===== config.mk =====
export PLATFORM = sky130hd
export DESIGN_NAME = stx_length_sum_frame_receiver_flat
export DESIGN_NICKNAME = d
export VERILOG_FILES = /design/src/sv/slfr_pkg.sv /design/src/sv/slfr_in_if.sv /design/src/sv/slfr_out_if.sv /design/src/sv/stx_length_sum_frame_receiver.sv /design/src/sv/slfr_front.sv /design/src/sv/slfr_back.sv /design/src/flat_wrapper.sv
export SDC_FILE = /design/constraint.sdc
export NUM_CORES = 1
export LEC_CHECK = 0
export BUFFER_PORTS_ARGS = -buffer_cell sky130_fd_sc_hd__buf_2
export CAP_MARGIN = 10
export CELL_PAD_IN_SITES_DETAIL_PLACEMENT = 0
export CELL_PAD_IN_SITES_GLOBAL_PLACEMENT = 1
export CORE_MARGIN = 5
export CORE_UTILIZATION = 35
export CTS_CLUSTER_SIZE = 20
export DETAILED_ROUTE_END_ITERATION = 10
export PLACE_DENSITY = 0.66
export RECOVER_POWER = 50
export SYNTH_ARGS = -nofsm -noshare
export SYNTH_HDL_FRONTEND = slang
export SYNTH_SLANG_ARGS = --single-unit

===== constraint.sdc =====
create_clock -name clk -period 4.8 [get_ports clk]
set_clock_uncertainty 0.2 [all_clocks]
set_input_delay 0.96 -clock clk [delete_from_list [all_inputs] [get_ports clk]]
set_output_delay 0.96 -clock clk [all_outputs]
set_load 0.03 [all_outputs]

===== src/sv/slfr_pkg.sv =====
// ----------------------------------------------------------------------------
// slfr_pkg
// Types and constants shared by the STX/length/check-byte frame receiver.
// ----------------------------------------------------------------------------
package slfr_pkg;

  localparam int BUFFER_BYTES_DEF = 2048;
  localparam int POS_W            = 12;
  localparam int INDEX_W          = 11;
  localparam int LEN_W            = 16;
  localparam int CNT_W            = 12;

  localparam logic [7:0]       START_BYTE = 8'h02;
  localparam logic [POS_W-1:0] LEN_HI_POS = 12'd5;
  localparam logic [POS_W-1:0] LEN_LO_POS = 12'd6;

  // req_type codes on the input channel
  localparam logic [1:0] REQ_BYTE    = 2'd0;
  localparam logic [1:0] REQ_PARITY  = 2'd1;
  localparam logic [1:0] REQ_CONFIRM = 2'd2;

  typedef enum logic [1:0] {
    CMD_BYTE,
    CMD_PARITY,
    CMD_CONFIRM,
    CMD_IDLE
  } cmd_kind_t;

  typedef struct packed {
    cmd_kind_t  kind;
    logic [7:0] data;
  } cmd_t;

  typedef enum logic [2:0] {
    PH_HUNT       = 3'd0,
    PH_RECV       = 3'd1,
    PH_WAIT_CHECK = 3'd2,
    PH_DONE       = 3'd3,
    PH_PARITY     = 3'd4,
    PH_CHECK_ERR  = 3'd5,
    PH_OVERFLOW   = 3'd6
  } phase_t;

  typedef enum logic [2:0] {
    ST_OK        = 3'd0,
    ST_SHORT     = 3'd1,
    ST_PARITY    = 3'd2,
    ST_CHECK_ERR = 3'd3,
    ST_OVERFLOW  = 3'd4
  } status_t;

  typedef struct packed {
    logic               byte_store;
    logic [INDEX_W-1:0] byte_index;
    logic [7:0]         byte_value;
    logic               frame_ready;
    logic               report_valid;
    status_t            report_status;
    logic [POS_W-1:0]   report_length;
  } result_t;

endpackage


===== src/sv/slfr_in_if.sv =====
// ----------------------------------------------------------------------------
// slfr_in_if
// Request channel: one received byte, parity event or confirm per request.
// ----------------------------------------------------------------------------
interface slfr_in_if;
  logic       valid;
  logic       ready;
  logic [1:0] req_type;
  logic [7:0] rx_byte;

  modport source (output valid, output req_type, output rx_byte, input ready);
  modport sink   (input valid, input req_type, input rx_byte, output ready);
endinterface


===== src/sv/slfr_out_if.sv =====
// ----------------------------------------------------------------------------
// slfr_out_if
// Result channel: stored byte, frame-ready flag and frame report.
// ----------------------------------------------------------------------------
interface slfr_out_if;
  logic        valid;
  logic        ready;
  logic        byte_store;
  logic [10:0] byte_index;
  logic [7:0]  byte_value;
  logic        frame_ready;
  logic        report_valid;
  logic [2:0]  report_status;
  logic [11:0] report_length;

  modport source (
    output valid, output byte_store, output byte_index, output byte_value,
    output frame_ready, output report_valid, output report_status,
    output report_length, input ready
  );
  modport sink (
    input valid, input byte_store, input byte_index, input byte_value,
    input frame_ready, input report_valid, input report_status,
    input report_length, output ready
  );
endinterface


===== src/sv/stx_length_sum_frame_receiver.sv =====
// Path: an accepted request is written into the queue; when the engine takes
//   it, its result is registered in the result register and shown from then on.
// Throughput: one request per clock cycle while the result side is ready,
//   set by the engine's phase update; a two-entry queue absorbs result stalls.
// Reset (rst, synchronous): phase back to hunting, counters and sum cleared,
//   queue and result register emptied.
// ----------------------------------------------------------------------------
// stx_length_sum_frame_receiver
// Command-frame receiver for STX / big-endian length / check-byte framing.
// The front decodes each request (byte, parity event, confirm) into a
// command and queues it; the back walks the receive phases, keeps the
// running 8-bit sum and emits one result per request.
// ----------------------------------------------------------------------------
module stx_length_sum_frame_receiver #(
  parameter int BUFFER_BYTES = slfr_pkg::BUFFER_BYTES_DEF
) (
  input  logic       clk,
  input  logic       rst,
  slfr_in_if.sink    in_req,
  slfr_out_if.source out_rsp
);

  // queue head between the decoder and the frame engine
  logic           q_valid;
  logic           q_ready;
  slfr_pkg::cmd_t q_cmd;

  // Decode and buffer requests; hold them when the engine stalls.
  slfr_front u_front (
    .clk     (clk),
    .rst     (rst),
    .req     (in_req),
    .q_valid (q_valid),
    .q_cmd   (q_cmd),
    .q_ready (q_ready)
  );

  // Advance the frame phase and register one result per command.
  // Overflow fires on the data byte at store position BUFFER_BYTES-1.
  slfr_back #(
    .BUFFER_BYTES (BUFFER_BYTES)
  ) u_back (
    .clk     (clk),
    .rst     (rst),
    .q_valid (q_valid),
    .q_cmd   (q_cmd),
    .q_ready (q_ready),
    .rsp     (out_rsp)
  );

endmodule


===== src/sv/slfr_front.sv =====
// ----------------------------------------------------------------------------
// slfr_front
// Accept requests, decode them into commands and hold them in a
// two-entry queue for the frame engine.
// ----------------------------------------------------------------------------
module slfr_front (
  input  logic          clk,
  input  logic          rst,
  slfr_in_if.sink       req,
  output logic          q_valid,
  output slfr_pkg::cmd_t q_cmd,
  input  logic          q_ready
);

  slfr_pkg::cmd_t slot0;
  slfr_pkg::cmd_t slot1;
  logic [1:0]     count;
  logic [1:0]     count_next;
  logic [1:0]     count_after_pop;
  slfr_pkg::cmd_t new_cmd;
  logic           push;
  logic           pop;

  always_comb begin
    new_cmd.data = req.rx_byte;
    case (req.req_type)
      slfr_pkg::REQ_BYTE:    new_cmd.kind = slfr_pkg::CMD_BYTE;
      slfr_pkg::REQ_PARITY:  new_cmd.kind = slfr_pkg::CMD_PARITY;
      slfr_pkg::REQ_CONFIRM: new_cmd.kind = slfr_pkg::CMD_CONFIRM;
      default:               new_cmd.kind = slfr_pkg::CMD_IDLE;
    endcase
  end

  assign req.ready = (count != 2'd2);
  assign push      = req.valid && req.ready;
  assign q_valid   = (count != 2'd0);
  assign q_cmd     = slot0;
  assign pop       = q_valid && q_ready;

  assign count_after_pop = count - {1'b0, pop};
  assign count_next      = count_after_pop + {1'b0, push};

  always_ff @(posedge clk) begin
    if (rst) begin
      count <= 2'd0;
    end else begin
      count <= count_next;
    end
  end

  // Head always sits in slot0: place the new entry there when the queue
  // is empty after the pop, else advance slot1 into it on pop.
  always_ff @(posedge clk) begin
    if (push && count_after_pop == 2'd0) begin
      slot0 <= new_cmd;
    end else if (pop) begin
      slot0 <= slot1;
    end
    if (push && count_after_pop != 2'd0) begin
      slot1 <= new_cmd;
    end
  end

endmodule


===== src/sv/slfr_back.sv =====
// ----------------------------------------------------------------------------
// slfr_back
// Frame engine: run the receive phases on each command and register
// one result per command.
// ----------------------------------------------------------------------------
module slfr_back #(
  parameter int BUFFER_BYTES = slfr_pkg::BUFFER_BYTES_DEF
) (
  input  logic           clk,
  input  logic           rst,
  input  logic           q_valid,
  input  slfr_pkg::cmd_t q_cmd,
  output logic           q_ready,
  slfr_out_if.source     rsp
);

  localparam logic [slfr_pkg::POS_W-1:0] LAST_POS = slfr_pkg::POS_W'(BUFFER_BYTES - 1);

  slfr_pkg::phase_t               phase;
  slfr_pkg::phase_t               phase_next;
  logic [slfr_pkg::POS_W-1:0]     write_position;
  logic [slfr_pkg::POS_W-1:0]     write_position_next;
  logic [slfr_pkg::LEN_W-1:0]     declared_length;
  logic [slfr_pkg::LEN_W-1:0]     declared_length_next;
  logic [slfr_pkg::CNT_W-1:0]     payload_count;
  logic [slfr_pkg::CNT_W-1:0]     payload_count_next;
  logic [7:0]                     running_sum;
  logic [7:0]                     running_sum_next;
  logic [slfr_pkg::POS_W-1:0]     pos_inc;
  logic [slfr_pkg::CNT_W-1:0]     count_inc;
  logic [slfr_pkg::LEN_W-1:0]     full_length;
  slfr_pkg::result_t              res;
  slfr_pkg::result_t              res_q;
  logic                           out_valid;
  logic                           take;

  assign q_ready = !out_valid || rsp.ready;
  assign take    = q_valid && q_ready;

  assign pos_inc     = write_position + slfr_pkg::POS_W'(1);
  assign count_inc   = payload_count + slfr_pkg::CNT_W'(1);
  assign full_length = {declared_length[15:8], q_cmd.data};

  always_comb begin
    phase_next           = phase;
    write_position_next  = write_position;
    declared_length_next = declared_length;
    payload_count_next   = payload_count;
    running_sum_next     = running_sum;
    res                  = '0;
    res.report_status    = slfr_pkg::ST_OK;

    case (q_cmd.kind)
      slfr_pkg::CMD_BYTE: begin
        case (phase)
          slfr_pkg::PH_RECV: begin
            running_sum_next    = running_sum + q_cmd.data;
            res.byte_store      = 1'b1;
            res.byte_index      = write_position[slfr_pkg::INDEX_W-1:0];
            res.byte_value      = q_cmd.data;
            write_position_next = pos_inc;
            if (write_position == slfr_pkg::LEN_HI_POS) begin
              declared_length_next = {q_cmd.data, 8'h00};
            end else if (write_position == slfr_pkg::LEN_LO_POS) begin
              declared_length_next = full_length;
              payload_count_next   = '0;
              if (full_length == '0) begin
                phase_next = slfr_pkg::PH_WAIT_CHECK;
              end
            end else if (write_position > slfr_pkg::LEN_LO_POS) begin
              payload_count_next = count_inc;
              if (write_position >= LAST_POS) begin
                phase_next = slfr_pkg::PH_OVERFLOW;
              end else if ({4'b0, count_inc} == declared_length) begin
                phase_next = slfr_pkg::PH_WAIT_CHECK;
              end
            end
          end
          slfr_pkg::PH_WAIT_CHECK: begin
            res.byte_store      = 1'b1;
            res.byte_index      = write_position[slfr_pkg::INDEX_W-1:0];
            res.byte_value      = q_cmd.data;
            write_position_next = pos_inc;
            if (q_cmd.data == 8'(-running_sum)) begin
              phase_next = slfr_pkg::PH_DONE;
            end else begin
              phase_next = slfr_pkg::PH_CHECK_ERR;
            end
          end
          slfr_pkg::PH_DONE, slfr_pkg::PH_PARITY,
          slfr_pkg::PH_CHECK_ERR, slfr_pkg::PH_OVERFLOW: begin
            // drop bytes until the frame is confirmed
          end
          default: begin
            // hunting: every byte lands at position 0
            res.byte_store      = 1'b1;
            res.byte_value      = q_cmd.data;
            write_position_next = 12'd1;
            if (q_cmd.data == slfr_pkg::START_BYTE) begin
              running_sum_next = 8'h00;
              phase_next       = slfr_pkg::PH_RECV;
            end else begin
              phase_next = slfr_pkg::PH_HUNT;
            end
          end
        endcase
      end
      slfr_pkg::CMD_PARITY: begin
        if (phase == slfr_pkg::PH_HUNT || phase == slfr_pkg::PH_RECV ||
            phase == slfr_pkg::PH_WAIT_CHECK) begin
          phase_next = slfr_pkg::PH_PARITY;
        end
      end
      slfr_pkg::CMD_CONFIRM: begin
        res.report_valid  = 1'b1;
        res.report_length = write_position;
        case (phase)
          slfr_pkg::PH_RECV, slfr_pkg::PH_WAIT_CHECK:
                                   res.report_status = slfr_pkg::ST_SHORT;
          slfr_pkg::PH_DONE:       res.report_status = slfr_pkg::ST_OK;
          slfr_pkg::PH_PARITY:     res.report_status = slfr_pkg::ST_PARITY;
          slfr_pkg::PH_CHECK_ERR:  res.report_status = slfr_pkg::ST_CHECK_ERR;
          slfr_pkg::PH_OVERFLOW:   res.report_status = slfr_pkg::ST_OVERFLOW;
          default: begin
            res.report_valid  = 1'b0;
            res.report_length = '0;
          end
        endcase
        phase_next = slfr_pkg::PH_HUNT;
      end
      default: begin
        // unused request code: report frame_ready only
      end
    endcase

    res.frame_ready = (phase_next == slfr_pkg::PH_DONE) ||
                      (phase_next == slfr_pkg::PH_CHECK_ERR);
  end

  always_ff @(posedge clk) begin
    if (rst) begin
      phase           <= slfr_pkg::PH_HUNT;
      write_position  <= '0;
      declared_length <= '0;
      payload_count   <= '0;
      running_sum     <= '0;
      out_valid       <= 1'b0;
    end else begin
      if (take) begin
        phase           <= phase_next;
        write_position  <= write_position_next;
        declared_length <= declared_length_next;
        payload_count   <= payload_count_next;
        running_sum     <= running_sum_next;
      end
      if (take) begin
        out_valid <= 1'b1;
      end else if (rsp.ready) begin
        out_valid <= 1'b0;
      end
    end
  end

  always_ff @(posedge clk) begin
    if (take) begin
      res_q <= res;
    end
  end

  assign rsp.valid         = out_valid;
  assign rsp.byte_store    = res_q.byte_store;
  assign rsp.byte_index    = res_q.byte_index;
  assign rsp.byte_value    = res_q.byte_value;
  assign rsp.frame_ready   = res_q.frame_ready;
  assign rsp.report_valid  = res_q.report_valid;
  assign rsp.report_status = res_q.report_status;
  assign rsp.report_length = res_q.report_length;

endmodule


===== src/flat_wrapper.sv =====
// flat-port wrapper written by rule: the top's interface ports become plain ports
module stx_length_sum_frame_receiver_flat 
#(
  parameter int BUFFER_BYTES = slfr_pkg::BUFFER_BYTES_DEF
)
  (clk, rst, in_req_valid, in_req_req_type, in_req_rx_byte, in_req_ready, out_rsp_valid, out_rsp_byte_store, out_rsp_byte_index, out_rsp_byte_value, out_rsp_frame_ready, out_rsp_report_valid, out_rsp_report_status, out_rsp_report_length, out_rsp_ready);
  slfr_in_if in_req_i ();
  slfr_out_if out_rsp_i ();
  input  logic clk;
  input  logic rst;
  input wire logic [$bits(in_req_i.valid)-1:0] in_req_valid;
  input wire logic [$bits(in_req_i.req_type)-1:0] in_req_req_type;
  input wire logic [$bits(in_req_i.rx_byte)-1:0] in_req_rx_byte;
  output wire logic [$bits(in_req_i.ready)-1:0] in_req_ready;
  output wire logic [$bits(out_rsp_i.valid)-1:0] out_rsp_valid;
  output wire logic [$bits(out_rsp_i.byte_store)-1:0] out_rsp_byte_store;
  output wire logic [$bits(out_rsp_i.byte_index)-1:0] out_rsp_byte_index;
  output wire logic [$bits(out_rsp_i.byte_value)-1:0] out_rsp_byte_value;
  output wire logic [$bits(out_rsp_i.frame_ready)-1:0] out_rsp_frame_ready;
  output wire logic [$bits(out_rsp_i.report_valid)-1:0] out_rsp_report_valid;
  output wire logic [$bits(out_rsp_i.report_status)-1:0] out_rsp_report_status;
  output wire logic [$bits(out_rsp_i.report_length)-1:0] out_rsp_report_length;
  input wire logic [$bits(out_rsp_i.ready)-1:0] out_rsp_ready;
  assign in_req_i.valid = in_req_valid;
  assign in_req_i.req_type = in_req_req_type;
  assign in_req_i.rx_byte = in_req_rx_byte;
  assign in_req_ready = in_req_i.ready;
  assign out_rsp_valid = out_rsp_i.valid;
  assign out_rsp_byte_store = out_rsp_i.byte_store;
  assign out_rsp_byte_index = out_rsp_i.byte_index;
  assign out_rsp_byte_value = out_rsp_i.byte_value;
  assign out_rsp_frame_ready = out_rsp_i.frame_ready;
  assign out_rsp_report_valid = out_rsp_i.report_valid;
  assign out_rsp_report_status = out_rsp_i.report_status;
  assign out_rsp_report_length = out_rsp_i.report_length;
  assign out_rsp_i.ready = out_rsp_ready;
  stx_length_sum_frame_receiver #(.BUFFER_BYTES(BUFFER_BYTES)) u_core (.clk(clk), .rst(rst), .in_req(in_req_i), .out_rsp(out_rsp_i));
endmodule

After elaboration in Yosys (flattened, before gate mapping)
Cells that the tools add are included.
- register bits: 111
- output and inout port bits: 39
- logic and storage cells: 108
- add/subtract/negate cells: 6
- order comparisons: 2
- eq/ne operators: 18
- mux-type cells: 26
- bitwise logic cells: 4
- reduce and logical (&&, ||, !) cells: 33
- operator list (kind ; number):
    adder 12 x 1 -> 12 bit, second input constant ; 2
    equality test 12 x 3 -> 1 bit, second input constant ; 2
    2-to-1 mux 12 bit ; 2
    2-to-1 mux 3 bit ; 8
    case mux 12 bit (2 select lines) ; 1
    2-to-1 mux 10 bit ; 2
    case mux 3 bit (3 select lines) ; 2
    equality test 12 x 16 -> 1 bit ; 1
    logical NOT 16 bit ; 1
    2-to-1 mux 16 bit ; 1
    2-to-1 mux 8 bit ; 2
    case mux 8 bit (2 select lines) ; 1
    nonzero test 2 bit ; 7
    equality test 3 bit, second input constant ; 4
    greater-or-equal comparator 12 x 11 -> 1 bit, second input constant ; 1
    > comparator 12 x 3 -> 1 bit, second input constant ; 1
    case mux 3 bit (4 select lines) ; 1
    AND reduction 4 bit ; 3
    OR reduction 5 bit ; 2
    equality test 3 x 2 -> 1 bit, second input constant ; 3
    adder 8 bit ; 1
    equality test 8 x 2 -> 1 bit, second input constant ; 1
    equality test 8 bit ; 1
    negation 8 bit ; 1
    20 further kinds ; 38

Depth between registers and ports, before layout
Gate-level depths: netlist (run 1).
- depth after elaboration: 11
- gate-level depth with buffers: 10
- gate-level depth less buffers: 9

By module
A second synthesis (run 1) with hierarchy kept.
- cells, all modules: 553
- area, all modules: 5672.9 um^2
- modules (own cells, without submodules) (module ; times used ; cells each ; area an instance (um^2)):
    slfr_back ; 1 ; 504 ; 4739.5
    slfr_front ; 1 ; 49 ; 933.4

Worst setup path after synthesis (run 1)
Ideal clock, no wire load.
- path kind: input port to flip-flop
- from: input port out_rsp_ready
- to: register u_core.u_front.slot1[0] (netlist name) (enable)
- setup time: 392 ps
- arrival: 3085 ps
- setup slack: 1123 ps
- stages on the path: 6
- path buffers: 0
- cell sequence: nand2b_1 nand2_2 clkinv_2 ha_1 xnor2_1 a21boi_0
- longest elaborated chain between the ends: 5
- ends and longest elaborated chain (what ; RTL line ; source):
    start: declaration ; flat_wrapper.sv:23 ; input wire logic [$bits(out_rsp_i.ready)-1:0] out_rsp_ready;
    logical OR 1 bit ; slfr_back.sv:37 ; assign q_ready = !out_valid || rsp.ready;
    logical AND 1 bit ; - ;
    named net u_core.u_back.take ; slfr_back.sv:35 ; logic take;
    subtractor 2 x 1 -> 2 bit ; slfr_front.sv:40 ; assign count_after_pop = count - {1'b0, pop};
    nonzero test 2 bit ; slfr_front.sv:59 ; if (push && count_after_pop != 2'd0) begin
    logical AND 1 bit ; slfr_front.sv:59 ;
    end signal: assignment ; slfr_front.sv:60 ; slot1 <= new_cmd;
    end: declaration ; slfr_front.sv:16 ; slfr_pkg::cmd_t slot1;
The timed path passes the listed nets, and every way through them passes these cells.
A chain may end at the register's enable or synchronous reset.

Worst setup path after layout (run 1)
- from: register u_core.u_back.phase[0]
- to: register u_core.u_back.payload_count[10] (netlist name)
- longest elaborated chain between the ends: 2
- ends and longest elaborated chain (what ; RTL line ; source):
    start: declaration ; slfr_back.sv:19 ; slfr_pkg::phase_t phase;
    start signal: assignment ; slfr_back.sv:142 ; phase <= slfr_pkg::PH_HUNT;
    start signal: assignment ; slfr_back.sv:150 ; phase <= phase_next;
    equality test 3 x 1 -> 1 bit ; slfr_back.sv:55 ; case (phase)
    AND reduction 5 bit (no line) ; - ;
    end signal: assignment ; slfr_back.sv:153 ; payload_count <= payload_count_next;
    end: declaration ; slfr_back.sv:25 ; logic [slfr_pkg::CNT_W-1:0] payload_count;
No other way between the ends.

==> results.yml, run 1 <==
pwr:
  powerDensity_mw_per_mm2: 543
  power.leakage_nw: 2.20
  finalPower_mw: 3.48
  vdd_drop_max_mv: 0.295
logic_synthesis:
  synth_edf_count: 57
  syn-mean-instance-area_um2: 9.99
  yosys.cell_types.count: 66
  async_reset_ff_share_pct: 0
  ys_warn_count: 0
  syn_area_mm2: 0.00576
  synthFlopType: "edfxtp_1"
  postSynthNetCount: 605
  syn_inst: 576
  yosysSeqAreaShare_pct: 48.5
  yosys_register_bits: 111
sta:
  period_share_pct: 65.3
  fin_hold_ws_ns: 0.255
  final.setup.tns_ns: 0
  period_minus_slack_ns: 3.13
  rsz0062_at_grt: "no"
  relSlewSlack_pct: -47.9
  worst_pin_slew_ns: 2.22
  max_freq_ghz: 0.319
  slew_violations: 50
  hold_viol: 0
  setup_violations: 0
grt:
  grt_pass1_vias: 4149
  grt_overflow_total: 0
  antenna_found_initial: 0
  grtUsageTotal_pct: 13.7
  grt_start_max_net_pins: 50
  grt_pass1_wl_mm: 21.5
setup_path:
  critPathMaxFanout: 15
  slowest_delay_ns: 0.63
  critPathKind: "register to register"
  crit_buf_inv: 1
  crit_path_start_kind: "register"
  crit_path_cell_trace: "nand2b_1 > nor2_1 > and3_1 > buf_4 > nand2_1 > or2_1 > or4_1 > a21oi_1"
  cp_slowest_cell: "dfxtp_1"
  end_kind: "register"
  path_delay_family: "simple AND/OR/NAND/NOR gates"
  required_ns: 4.86
  arrival_ns: 3.20
status:
  violations: "max-capacitance violations, max-slew violations"
  status: "finished with violations"
die:
  io_pins: 53
  start_util_pct: 36.0
  chipWidth_um: 138
  die_h_um: 138
  rows: 46
  die_area_mm2: 0.0191
  core_mm2: 0.0160
clock_tree:
  clkSlewWorstSetupHoldPaths_ns: 0.08
  cts_tree: "yes"
  clk_latency_ns: 0.36
  numCtsBuffers: 9
  post_cts_buffers: 0
  holdBufCountCts: 0
  root_buffer: "clkbuf_16"
  cts_buffer_depth: 2
  cts_resized: 0
  cts.sinks: 111
  cts-htree-levels: 3
cells_and_area:
  antenna_cells: 0
  layout-drive-gt1-share_pct: 8.44
  syn_to_final_growth_pct: 11.5
  nets: 640
detailed_routing:
  via_per_inst: 5.21
  drt-wirelength-per-cell_um: 15.7
  highest_layer: "met4"
  vias: 4335
  first_pass_iters: 5
  met2_length_mm: 5.88
  ant_nets: 0
  drt-met1-wl_mm: 6.39
  wirelength_mm: 13.0
  drt_iter0_markers: 330
  drc_errors: 0
  met3_length_um: 540
place:
  port_buffers: 52
  place_congestion: 0.821
  hpwlAfterDp_mm: 9.32
min_path:
  hold_path.class: "register to register"
run:
  cap_violations: 1
[layout by cell type, fill, tap and decap left out, types with 6 or more instances in the layout]
cell,count
clkbuf_16,10
nor3_1,14
mux2_2,11
and2_1,32
buf_2,6
xnor2_1,17
nand2_1,40
nand3_1,15
nand2b_1,11
edfxtp_1,57
a21o_1,7
dfxtp_1,54
a21oi_1,43
xor2_1,17
ha_1,14
inv_1,10
or4_1,6
o21ai_0,19
and3_1,9
and2_0,6
nand4_1,12
nor2_1,46
or3_1,16
a22oi_1,14
clkbuf_1,47
[worst min-delay path: stages (launching register included)]
cell and delay [ns]:
dfxtp_1 0.31, nand2_1 0.05, a21oi_1 0.05
[cells in the mapped netlist, types with 5 or more instances]
cell	number	area (um2)
edfxtp_1	57	1710
dfxtp_1	54	1080
nor2_1	46	173
a21oi_1	43	215
nand2_1	39	146
and2_1	38	238
clkbuf_1	21	78.8
o21ai_0	19	95.1
xnor2_1	17	149
xor2_1	17	149
or3_1	16	100
nand3_1	15	75.1
a22oi_1	14	105
ha_1	14	175
nor3_1	14	70.1
nand4_1	12	75.1
mux2_2	11	124
nand2b_1	11	68.8
inv_1	10	37.5
and3_1	9	56.3
a21o_1	7	52.6
buf_2	7	35.0
or4_1	6	45.0
a31oi_1	5	31.3
[power by group]
group          total (mW)  leakage, nW  switching (mW)  internal, mW
sequential           1.56        0.986           0.235          1.33
clock               0.763        0.149           0.368         0.395
combinational        1.16         1.07           0.804         0.353
[final timing paths]
| check | start | end | slack [ns] | depth (start not counted) |
|---|---|---|---|---|
| max | u_core.u_back.phase[0]$_SDFFE_PP0P_ | u_core.u_back.payload_count[10]$_SDFFE_PP0P_ | 1.67 | 8 |
| min | u_core.u_back.declared_length[15]$_SDFFE_PP0P_ | u_core.u_back.declared_length[15]$_SDFFE_PP0P_ | 0.26 | 2 |
| max reg2reg | u_core.u_back.phase[0]$_SDFFE_PP0P_ | u_core.u_back.payload_count[10]$_SDFFE_PP0P_ | 1.67 | 8 |
| min reg2reg | u_core.u_back.declared_length[15]$_SDFFE_PP0P_ | u_core.u_back.declared_length[15]$_SDFFE_PP0P_ | 0.26 | 2 |
[sequential cells by signal, summed over array words and instances (netlist names), 2 cells and up]
signal,flops
u_core.u_back.payload_count,12
u_core.u_front.q_cmd,10
u_core.u_front.count,2
u_core.u_front.slot1,10
u_core.u_back.rsp.byte_index,11
u_core.u_back.phase,3
u_core.u_back.rsp.byte_value,8
u_core.u_back.rsp.report_status,3
u_core.u_back.running_sum,8
u_core.u_back.rsp.report_length,12
u_core.u_back.write_position,12
u_core.u_back.declared_length,16
[kinds of logic after synthesis]
group	share of synthesized area, %
compound gates	13.4
xor+xnor	5.17
fa+ha+maj	3.39
buf+inv	3.09
flops	48.5
mux	2.67
simple gates	23.7
[area by class of cell]
type | instances | area, um2
Fill cell | 1629 | 9580
Clock buffer | 11 | 254
Timing Repair Buffer | 55 | 225
Sequential cell | 111 | 2790
Multi-Input combinational cell | 423 | 2780
Tap cell | 216 | 270
Clock inverter | 5 | 51.3
Inverter | 11 | 42.5
[through the flow]
stage / area (um2) / std cells / setup slack (ns) / utilization (%)
3_5_place_dp: 6170 / 816 / 1.39 / 38.6
5_1_grt: 6420 / 832 / 1.38 / 40.1
3_3_place_gp: 6170 / 816 / 1.48 / 38.6
4_1_cts: 6480 / 832 / 1.72 / 40.5
2_1_floorplan: 5760 / 576 / 1.12 / -
6_report: 6420 / 832 / 1.67 / 40.1
[layer usage]
layer | vias up | global-route usage, %
met4 | 0 | 4.73
met1 | 2043 | 18.3
met2 | 105 | 22.0
met5 | - | 0
li1 | 2169 | -
met3 | 18 | 2.90
Power figures use the tool's default switching activity.
==> run 2, diff against run 1 <==
Settings changed: PLACE_DENSITY 0.66 to 0.68.
Clock period 4.8 ns to 2.65 ns, I/O delays scaled along.
==> run 2 against run 1 <==
  * The flow now finishes without violations
  * Die area is the same
  * Maximum frequency grew 24%
  * First-iteration DRC count grew 38%
  * Core utilization grew 1.5 points
  * Global-route usage grew 0.87 points
  * Power grew 87%
  * Register-to-register slack lost 1.5 ns
  * Flip-flop and latch count is the same
  * Critical path depth grew 1
  * Critical path type unchanged
  * Largest cell class unchanged
==> results.yml, run 2 (synthesized netlist as in run 1, its figures left out) <==
status:
  status: "finished clean"
setup_path:
  critPathKind: "register to register"
  crit_path_cell_trace: "inv_1 > ha_2 > or3b_2 > o221ai_1 > o31a_1 > o21ai_1 > and2_1 > o211a_1 > mux2i_1"
  cp_slowest_cell: "or3b_2"
  r2r_setup_slack_ns: 0.12
  critPathMaxFanout: 5
  arrival_ns: 2.43
  slowest_delay_ns: 0.48
  required_ns: 2.55
  end_kind: "register"
  crit_path_start_kind: "register"
clock_tree:
  root_buffer: "clkbuf_16"
  numCtsBuffers: 9
  clk_latency_ns: 0.36
  clkSlewWorstSetupHoldPaths_ns: 0.07
  cts_tree: "yes"
  cts-htree-levels: 3
  holdBufCountCts: 0
  cts.sinks: 111
  cts_buffer_depth: 2
sta:
  rsz0062_at_grt: "no"
  setup_slack_ns: 0.120
  worst_pin_slew_ns: 0.811
  final.setup.tns_ns: 0
  hold_viol: 0
  max_freq_ghz: 0.395
  setup_violations: 0
  period_share_pct: 95.5
  slew_violations: 0
  relSlewSlack_pct: 45.5
  period_minus_slack_ns: 2.53
grt:
  grt_overflow_total: 0
  grt_start_max_net_pins: 32
  grt_pass1_wl_mm: 22.8
  antenna_found_initial: 0
  grtUsageTotal_pct: 14.5
  grt_pass1_vias: 4463
cells_and_area:
  layout-drive-gt1-share_pct: 13.4
  syn_to_final_growth_pct: 15.8
  top_register: "u_core.u_back.declared_length"
  final_common_cell: "edfxtp_1"
  nets: 674
  antenna_cells: 0
  largest_reg_flops: 16
  layout_common_cells: "edfxtp_1 (57), clkbuf_1 (53), dfxtp_1 (51)"
pwr:
  power.share.clock_pct: 21.3
  p_seq_share_pct: 40.6
  swShare_pct: 39.7
  powerDensity_mw_per_mm2: 980
  p_int_mw: 3.94
  vdd_drop_max_mv: 0.638
  p_sw_mw: 2.59
  power_frac_comb_pct: 38.1
  power.leakage_nw: 2.35
  finalPower_mw: 6.53
detailed_routing:
  drc_errors: 0
  drt-wirelength-per-cell_um: 15.9
  first_pass_iters: 5
  vias: 4538
  drt_iter0_markers: 456
  wirelength_mm: 13.7
  ant_nets: 0
  via_per_inst: 5.24
die:
  chipWidth_um: 138
  die_h_um: 138
  io_pins: 53
  die_area_mm2: 0.0191
  core_mm2: 0.0160
  rows: 46
  start_util_pct: 36.0
place:
  place_congestion: 0.815
  dp_slack_ns: 0.0958
  port_buffers: 52
  hpwlAfterDp_mm: 10.3
run:
  cap_violations: 0
min_path:
  hold_path.class: "input port to register"
==> run 2: worst paths after layout <==
check	startpoint	endpoint	cells after the start
max	u_core.u_back.running_sum[0]$_SDFFE_PP0P_	u_core.u_back.rsp.frame_ready$_DFFE_PP_	9
min	in_req_rx_byte[7]	u_core.u_front.slot1[7]$_DFFE_PP_	1
max reg2reg	u_core.u_back.running_sum[0]$_SDFFE_PP0P_	u_core.u_back.rsp.frame_ready$_DFFE_PP_	9
min reg2reg	u_core.u_back.declared_length[12]$_SDFFE_PP0P_	u_core.u_back.declared_length[12]$_SDFFE_PP0P_	2
==> run 2: power by group through the flow <==
| stage | logic [mW] | registers [mW] | clock network [mW] |
|---|---|---|---|
| floorplan | 1.24 | 3.18 | 0 |
| global placement | 2.58 | 2.68 | 0 |
| finish | 2.49 | 2.65 | 1.39 |
| detailed placement | 2.62 | 2.68 | 0 |
| CTS | 2.63 | 2.65 | 1.43 |
| global route | 2.72 | 2.70 | 1.51 |
==> run 2: through the flow <==
step | instances | utilization [%] | area (um2) | hold slack [ns]
2_1_floorplan | 576 | - | 5770 | 0.231
3_3_place_gp | 850 | 40.3 | 6440 | 0.240
3_5_place_dp | 850 | 40.3 | 6440 | 0.246
4_1_cts | 866 | 42.1 | 6740 | 0.146
5_1_grt | 866 | 41.6 | 6660 | 0.141
6_report | 866 | 41.6 | 6660 | 0.158
==> run 2: worst max-delay path: cells and delay by family, from the launching register on <==
kind	cells	cell delay [ns]
adders and majority gates	1	0.18
and+or+nand+nor	2	0.68
buffers and inverters	1	0.07
DFF	1	0.35
muxes	1	0.12
AOI/OAI and AO/OA	4	0.67
==> run 2: final cells by class <==
type                            instances  area [um2]
Tap cell                              216         270
Clock inverter                          5        67.6
Timing Repair Buffer                   89         462
Clock buffer                           11         233
Fill cell                            1601        9340
Multi-Input combinational cell        423        2790
Sequential cell                       111        2800
Inverter                               11        42.5
==> run 2: what timing repair did <==
| action | in CTS | in global routing |
|---|---|---|
| endpoints found under the setup margin | 0 | 1 |
| resized for setup | 0 | 5 |
| setup buffers | 0 | 0 |
==> run 2: per-layer routing <==
metal	GRT usage, %	vias up	wire length, um
met5	0	-	0
met4	6.86	0	427
met3	2.69	32	656
met2	23.3	123	6280
met1	19.1	2144	6370
li1	-	2239	-
==> run 3, diff against run 2 <==
Settings changed: ABC_AREA set to 1, CORE_MARGIN 5 to 3, PLACE_DENSITY 0.68 to 0.7, REMOVE_ABC_BUFFERS set to 1.
==> run 3 against run 2 <==
  * Synthesized area shrank 2.3%
  * Power fell by 0.35%
  * Hold slack better by 0.0036 ns
  * Clock power increased by 6%
  * Largest cell class unchanged
==> results.yml, run 3 <==
status:
  status: "finished clean"
place:
  dp_cells: 959
  dp_slack_ns: 0.0201
  hpwlAfterDp_mm: 9.71
  place_congestion: 0.883
  port_buffers: 52
  dpl_cell_area_mm2: 0.00634
cells_and_area:
  layout-drive-gt1-share_pct: 14.1
  area.sequential_mm2: 0.00280
  fillers: 1558
  antenna_cells: 0
  syn_to_final_growth_pct: 19.0
  final_common_cell: "nand2_1"
  multi_input_area_mm2: 0.00246
  design_area_mm2: 0.00669
  layout_common_cells: "nand2_1 (130), nor2_1 (104), inv_1 (89)"
  nets: 791
  top_register: "u_core.u_back.declared_length"
  largest_reg_flops: 16
  final_cells: 978
run:
  cap_violations: 0
detailed_routing:
  via_per_inst: 4.67
  drt-wirelength-per-cell_um: 13.1
  wirelength_mm: 12.8
  first_pass_iters: 5
  vias: 4568
  drc_errors: 0
  drt_iter0_markers: 282
  ant_nets: 0
grt:
  grt_start_max_net_pins: 40
  grtUsageTotal_pct: 15.2
  use_met3_pct: 2.89
  grt_pass1_wl_mm: 21.5
  grt_overflow_total: 0
  grtUsageMet1_pct: 19.9
  grt_pass1_vias: 4442
  antenna_found_initial: 0
  busiest_layer: "met2"
  use_met2_pct: 25.2
clock_tree:
  cts_tree: "yes"
  cts.sinks: 111
  numCtsBuffers: 9
  clk_latency_ns: 0.36
  cts-htree-levels: 3
  root_buffer: "clkbuf_16"
  holdBufCountCts: 0
  cts_buffer_depth: 2
  clkSlewWorstSetupHoldPaths_ns: 0.07
logic_synthesis:
  yosys-top-cells-area: "edfxtp_1 (30%), dfxtp_1 (19%), nand2_1 (9.0%), nor2_1 (6.9%), inv_1 (5.9%)"
  async_reset_ff_share_pct: 0
  yosys_register_bits: 111
  synth_common_cells: "nand2_1 (135), nor2_1 (104), inv_1 (89), edfxtp_1 (57), dfxtp_1 (54)"
  syn-mean-instance-area_um2: 8.31
  netlist.area_leader.share_pct: 30.4
  synth_top_area_cell: "edfxtp_1"
  synth.most_common_cell: "nand2_1"
  synthFlopType: "edfxtp_1"
  syn_area_mm2: 0.00562
  ys_warn_count: 0
  syn_inst: 677
  synth_edf_count: 57
  yosysSeqAreaShare_pct: 49.7
  yosys.cell_types.count: 44
pwr:
  finalPower_mw: 6.51
  vdd_drop_max_mv: 0.791
  powerDensity_mw_per_mm2: 972
  power.leakage_nw: 2.64
setup_path:
  reg2reg_from: "u_core.u_front.count[1]$_SDFF_PP0_"
  critPathMaxFanout: 11
  reg2regPathDepth: 8
  required_ns: 2.46
  end_kind: "register"
  critPathKind: "register to register"
  regToRegEndpoint: "u_core.u_front.q_cmd[4]$_DFFE_PP_"
  cp-startpoint: "u_core.u_front.count[1]$_SDFF_PP0_"
  endpoint: "u_core.u_front.q_cmd[4]$_DFFE_PP_"
  r2r_setup_slack_ns: 0.22
  crit_path_start_kind: "register"
  arrival_ns: 2.25
sta:
  period_minus_slack_ns: 2.43
  rsz0062_at_grt: "yes"
  setup_violations: 0
  setup_slack_ns: 0.215
  final.setup.tns_ns: 0
  slew_violations: 0
  relSlewSlack_pct: 35.4
  hold_viol: 0
  period_share_pct: 91.9
  worst_pin_slew_ns: 0.969
  max_freq_ghz: 0.411
die:
  die_area_mm2: 0.0176
  core_mm2: 0.0155
  chipWidth_um: 133
  io_pins: 53
  start_util_pct: 36.3
  die_h_um: 133
  rows: 45
min_path:
  hold_path.class: "input port to register"
  min_path_cells: 1
-- run 3: cell count changes in the layout (fill, tap and decap cells not counted), sizes merged, moves of 9 or more --
cell / delta
and2: -37
and3: -9
inv: +85
nand2: +98
nand2b: -11
nand3: +18
nor2: +70
o21ai: +13
or3: -16
xnor2: -13
-- run 3: area by class of cell --
class / instances / area share, %
Multi-Input combinational cell: 457 / 36.7
Tap cell: 211 / 3.94
Clock buffer: 10 / 3.42
Clock inverter: 6 / 1.36
Sequential cell: 111 / 41.9
Inverter: 96 / 5.38
Timing Repair Buffer: 87 / 7.33
-- run 3: per-layer routing --
metal	share of wire [%]	wire length (um)
met5	0	0
met2	47	6090
met4	1.6	200
met3	3.3	424
met1	48	6130
-- run 3: worst max-delay path: stages (launching register included) --
cell and delay [ns]:
dfxtp_1 0.34, o21ai_0 0.42, inv_2 0.07, ha_1 0.22, xor2_1 0.17, nor2_1 0.10, nand2_1 0.09, buf_12 0.16
nand2_1 0.32
-- run 3: cell families after synthesis --
family | after synthesis | share of synthesized area, %
simple gates | 312 | 24.4
flops | 111 | 49.7
buf+inv | 109 | 7.45
compound gates | 105 | 10.5
xor+xnor | 15 | 2.58
fa+ha+maj | 15 | 3.47
mux | 10 | 2.00
-- run 3: how the worst min path moves through the flow --
stage	start	endpoint	slack, ns
floorplan	u_core.u_back.write_position[11]$_SDFFE_PP0P_	u_core.u_back.write_position[11]$_SDFFE_PP0P_	0.24
global placement	u_core.u_back.write_position[11]$_SDFFE_PP0P_	u_core.u_back.write_position[11]$_SDFFE_PP0P_	0.26
detailed placement	u_core.u_back.write_position[11]$_SDFFE_PP0P_	u_core.u_back.write_position[11]$_SDFFE_PP0P_	0.27
CTS	in_req_req_type[1]	u_core.u_front.slot1[9]$_DFFE_PP_	0.14
global route	in_req_req_type[1]	u_core.u_front.slot1[9]$_DFFE_PP_	0.15
finish	in_req_req_type[0]	u_core.u_front.slot1[8]$_DFFE_PP_	0.16
-- run 3: power breakdown --
group          switching [mW]  internal [mW]  leakage [nW]
logic                    1.72          0.695          1.48
registers               0.205           2.41          1.00
clock network           0.638          0.836         0.157
total                    2.56           3.95          2.64
-- run 3: stage by stage --
step | util, % | hold WS [ns]
2_1_floorplan | - | 0.243
3_3_place_gp | 41.0 | 0.264
3_5_place_dp | 41.0 | 0.267
4_1_cts | 43.0 | 0.145
5_1_grt | 43.2 | 0.153
6_report | 43.2 | 0.161
-- run 3: timing repair --
action                     CTS  global route
gates resized for setup      0            21
setup endpoints to repair    0            15
setup buffers                0             3
